<file path="src/rtl/rfcs_pkg.sv">
// Shared types and constants for the radial falloff circle shader.
`default_nettype none
package rfcs_pkg;

	localparam int ALU_W     = 28;
	localparam int SQ_STEPS  = 14;
	localparam int DIV_STEPS = 8;
	localparam int SQ_TOP    = 26;
	localparam logic [7:0] CH_MAX = 8'd255;

	typedef struct packed {
		logic [7:0] cx;
		logic [7:0] cy;
		logic [5:0] rad;
		logic [7:0] red;
		logic [7:0] grn;
		logic [7:0] blu;
	} circle_t;

	typedef struct packed {
		logic             ge;
		logic [ALU_W-1:0] diff;
	} alu_res_t;

	typedef enum logic [12:0] {
		S_IDLE  = 13'b0000000000001,
		S_RD    = 13'b0000000000010,
		S_FETCH = 13'b0000000000100,
		S_DX    = 13'b0000000001000,
		S_DY    = 13'b0000000010000,
		S_RSQ   = 13'b0000000100000,
		S_CHK   = 13'b0000001000000,
		S_SQ    = 13'b0000010000000,
		S_DIFF  = 13'b0000100000000,
		S_MUL   = 13'b0001000000000,
		S_DIV   = 13'b0010000000000,
		S_ACC   = 13'b0100000000000,
		S_OUT   = 13'b1000000000000
	} state_t;

endpackage
`default_nettype wire

</file>
<file path="src/rtl/rfcs_alu.sv">
// Shared compare and subtract unit for square root and division steps.
`default_nettype none
module rfcs_alu (
	input  wire logic [rfcs_pkg::ALU_W-1:0] a,
	input  wire logic [rfcs_pkg::ALU_W-1:0] b,
	output rfcs_pkg::alu_res_t              res
);
	import rfcs_pkg::*;

	always_comb begin
		res.ge   = (a >= b);
		res.diff = a - b;
	end

endmodule
`default_nettype wire

</file>
<file path="config.mk">
export PLATFORM = sky130hd
export DESIGN_NAME = rfcs_alu
export DESIGN_NICKNAME = d
export VERILOG_FILES = /design/src/rtl/rfcs_pkg.sv /design/src/rtl/rfcs_alu.sv
export SDC_FILE = /design/constraint.sdc
export NUM_CORES = 1
export LEC_CHECK = 0
export ABC_AREA = 0
export BUFFER_PORTS_ARGS = -buffer_cell sky130_fd_sc_hd__clkbuf_2
export CAP_MARGIN = 20
export CORE_MARGIN = 5
export CORE_UTILIZATION = 45
export DETAILED_ROUTE_END_ITERATION = 6
export PLACE_DENSITY = 0.85
export SYNTH_ARGS = -nofsm -noshare
export SYNTH_HDL_FRONTEND = slang
export SYNTH_SLANG_ARGS = --single-unit
</file>
<file path="constraint.sdc">
create_clock -name vclk -period 2.6
set_clock_uncertainty 0.1 [all_clocks]
set_input_delay 0.13 -clock vclk [all_inputs]
set_output_delay 0.13 -clock vclk [all_outputs]
set_load 0.005 [all_outputs]
</file>
# --- Word-level counts from Yosys, hierarchy flattened ---
# Index checks and enable logic that the tools add are counted.
totals:
  mem_count: 0
  mem_bits_ro: 0
  input_bits: 56
  regBits: 0
  latch_bits: 0
  output_inout_bits: 29
  ram_bits: 0
op_classes:
  bitwise: 0
  muxes: 0
  multipliers: 0
  n_shift: 0
  n_div: 0
  reduce_logical: 0
  addsub: 1
  magnitude_cmp: 1
  eq_ne: 0
op_table:
  columns: ["op", "count"]
  rows:
  - ["$ge A28 B28 Y1", 1]
  - ["$sub A28 B28 Y28", 1]

# --- Logic depth before layout (Yosys ltp) ---
logic_depth:
  depth_word: 1
  ltp_mapped: 11
  depth_no_buf: 10

# --- Worst setup path before layout ---
# OpenSTA, ideal clock, no wires.
synth_timing:
  kind: "input to output"
  startpoint: "input a[0] (netlist bit)"
  endpoint: "output res[28] (netlist bit)"
  arrival_time_ns: 2.043
  cell_stages: 10
  path_slack_ns: 0.327
  cell_sequence: "inv_1 -> ha_1 -> fa_1 -> nand2b_1 -> a21oi_1 -> o21ai_2 -> a2bb2oi_2 -> o22a_2 -> a2111oi_2 -> or2_1"
synth_lines:
  columns: ["item", "line", "text"]
  rows:
  - ["from (decl)", "rfcs_alu.sv:4", "input wire logic [rfcs_pkg::ALU_W-1:0] a,"]
  - ["to (decl)", "rfcs_alu.sv:6", "output rfcs_pkg::alu_res_t res"]

==> reports/summary.txt <==
FF/Latch Area - 0 µm²
1st-pass router iterations - 4
post_cts resized - 0
io pins - 85
Detailed Route Iter0 Violations - 57
CTS hold repair buffers - 0
most common cell after layout, fill and taps aside - clkbuf_2
number of remaining DRC errors - 0
WL/cell - 12.5 µm
Cell Area, Placed - 2180 µm²
final hold vios - 0
synth warn - 0
library cells used by synthesis - 47
register area share after synthesis - 0%
final worst path period need - 2.48 ns
initial antenna violation count - 0
Hold Path Depth - 4
chip height - 71.9 µm
Mapped Area - 1720 µm²
buffers added on ports - 85
FP Rows - 22
via count - 2,132
most frequent cells in the layout - 85 x clkbuf_2, 34 x inv_1, 28 x ha_1
worst hold-check path type - input port to primary output
CORE AREA - 3690 µm²
seq_cells - 0
Hold EP - res[1]
largest net degree at the start of global routing - 13
Syn Area/Cell - 6.65 µm²
Die Footprint - 5160 µm²
final period utilization - 95.4%
Initial Util - 46.7%
RSZ-0062 raised after global routing - no
hold_sp - b[1]
CP Class - input port to primary output
CP max FO - 7
Setup TNS Final - 0 ns
Final HPWL DP - 4.20 mm
slew margin rel. - 58.2%
antenna cells - 0
number of clock buffers in the layout - 0
Req. time, crit path - 2.37 ns
All-Layer GR Usage - 17.2%
max-slew violations - 0
Setup crit end kind - primary output
critical path arrival - 2.25 ns
worst vdd ir - 0.147 mV
Static Leak - 1.20 nW
design area - 2200 µm²
max-cap check violation count - 0
Power Density - 270 nW/µm²
Final setup viols - 0
final core occ - 59.6%
Critical Path Start Type - input port
layout cells sized above 1 - 30.0%
aggregate global routing overflow - 0
filler cell count - 357
final hold slack - 0.542 ns
Total Routed Length - 4.80 mm
Worst Tran Pin Value - 0.620 ns
fmax - 403 MHz
Antenna Nets Post-Route - 0
run status - finished clean
final estimated routing congestion in global placement - 0.899
Cells after Synth - 259
fin nets - 424
number of global-route vias before repair - 1,877
Die W - 71.9 µm
area grow syn2layout - 27.8%
first-pass GRT wire length - 7.81 mm
DR vias/cell - 5.54
Post-CTS Setup Repair Bufs - 0
Post-Synthesis Net Count - 344
[critical path, stage by stage]
cell       delay (ns)
clkbuf_2         0.07
inv_1            0.03
ha_1             0.22
fa_1             0.41
nand2b_1         0.19
a21oi_2          0.17
o21ai_2          0.10
a2bb2oi_2        0.15
o22a_4           0.24
a2111oi_2        0.29
or2_1            0.14
clkbuf_2         0.10
[worst max-delay path by stage]
stage,from,to,depth (start not counted)
after floorplan,a[0],res[28],10
after global placement,a[0],res[20],12
after detailed placement,a[0],res[20],12
after CTS,a[0],res[28],12
after global routing,a[0],res[26],12
final,a[0],res[28],12
[where the power goes]
part	switching (mW)	internal, mW
logic	0.312	0.281
registers	0	0
clock network	0	0
total	0.312	0.281
[cells by family (layout without fill, tap and decap cells)]
group / Yosys count / after routing / synth area share, %
xor+xnor: 24 / 24 / 12.2
compound gates: 81 / 81 / 32.4
fa+ha+maj: 29 / 29 / 21.5
buf+inv: 43 / 121 / 9.74
simple gates: 82 / 82 / 24.1
[through the flow]
step	total power, mW	worst slack, ns	std cells
after floorplan	0.383	0.327	259
after global placement	0.577	0.0680	385
after detailed placement	0.587	0.0392	385
after CTS	0.589	0.0260	385
after global routing	0.659	0.00465	385
final	0.594	0.120	385
[layout make-up]
type / count / area [µm²] / area share (%)
well taps: 48 / 60.1 / 2.73
repair buffers: 87 / 440 / 20.0
multi-input cells: 216 / 1570 / 71.4
inverters: 34 / 128 / 5.80
[layer usage]
layer / vias to the layer above / part of all wire [%] / routed length [µm] / GRT usage, %
li1: 1082 / - / - / -
met1: 953 / 42 / 2020 / 22.5
met2: 92 / 49 / 2350 / 31.2
met3: 5 / 8.3 / 400 / 2.10
met4: 0 / 0.67 / 32 / 1.25
met5: - / 0 / 0 / 0
[synth_stat cells (all sizes together), types with 2 or more instances]
master | instances | area, µm²
inv | 34 | 128
nor2b | 5 | 31.3
o21a | 2 | 15.0
xor2 | 5 | 43.8
nand4 | 8 | 50.1
nand2 | 15 | 56.3
or2 | 2 | 12.5
a21oi | 26 | 138
nand2b | 5 | 31.3
clkbuf | 5 | 20.0
xnor2 | 19 | 166
buf | 4 | 20.0
nor3 | 11 | 60.1
a211oi | 4 | 35.0
or3 | 2 | 12.5
o21ai | 19 | 98.8
nor2 | 19 | 71.3
a21o | 12 | 90.1
ha | 28 | 350
a211o | 4 | 35.0
o211ai | 2 | 15.0
nand3 | 10 | 50.1
Power figures use the tool's default switching activity.
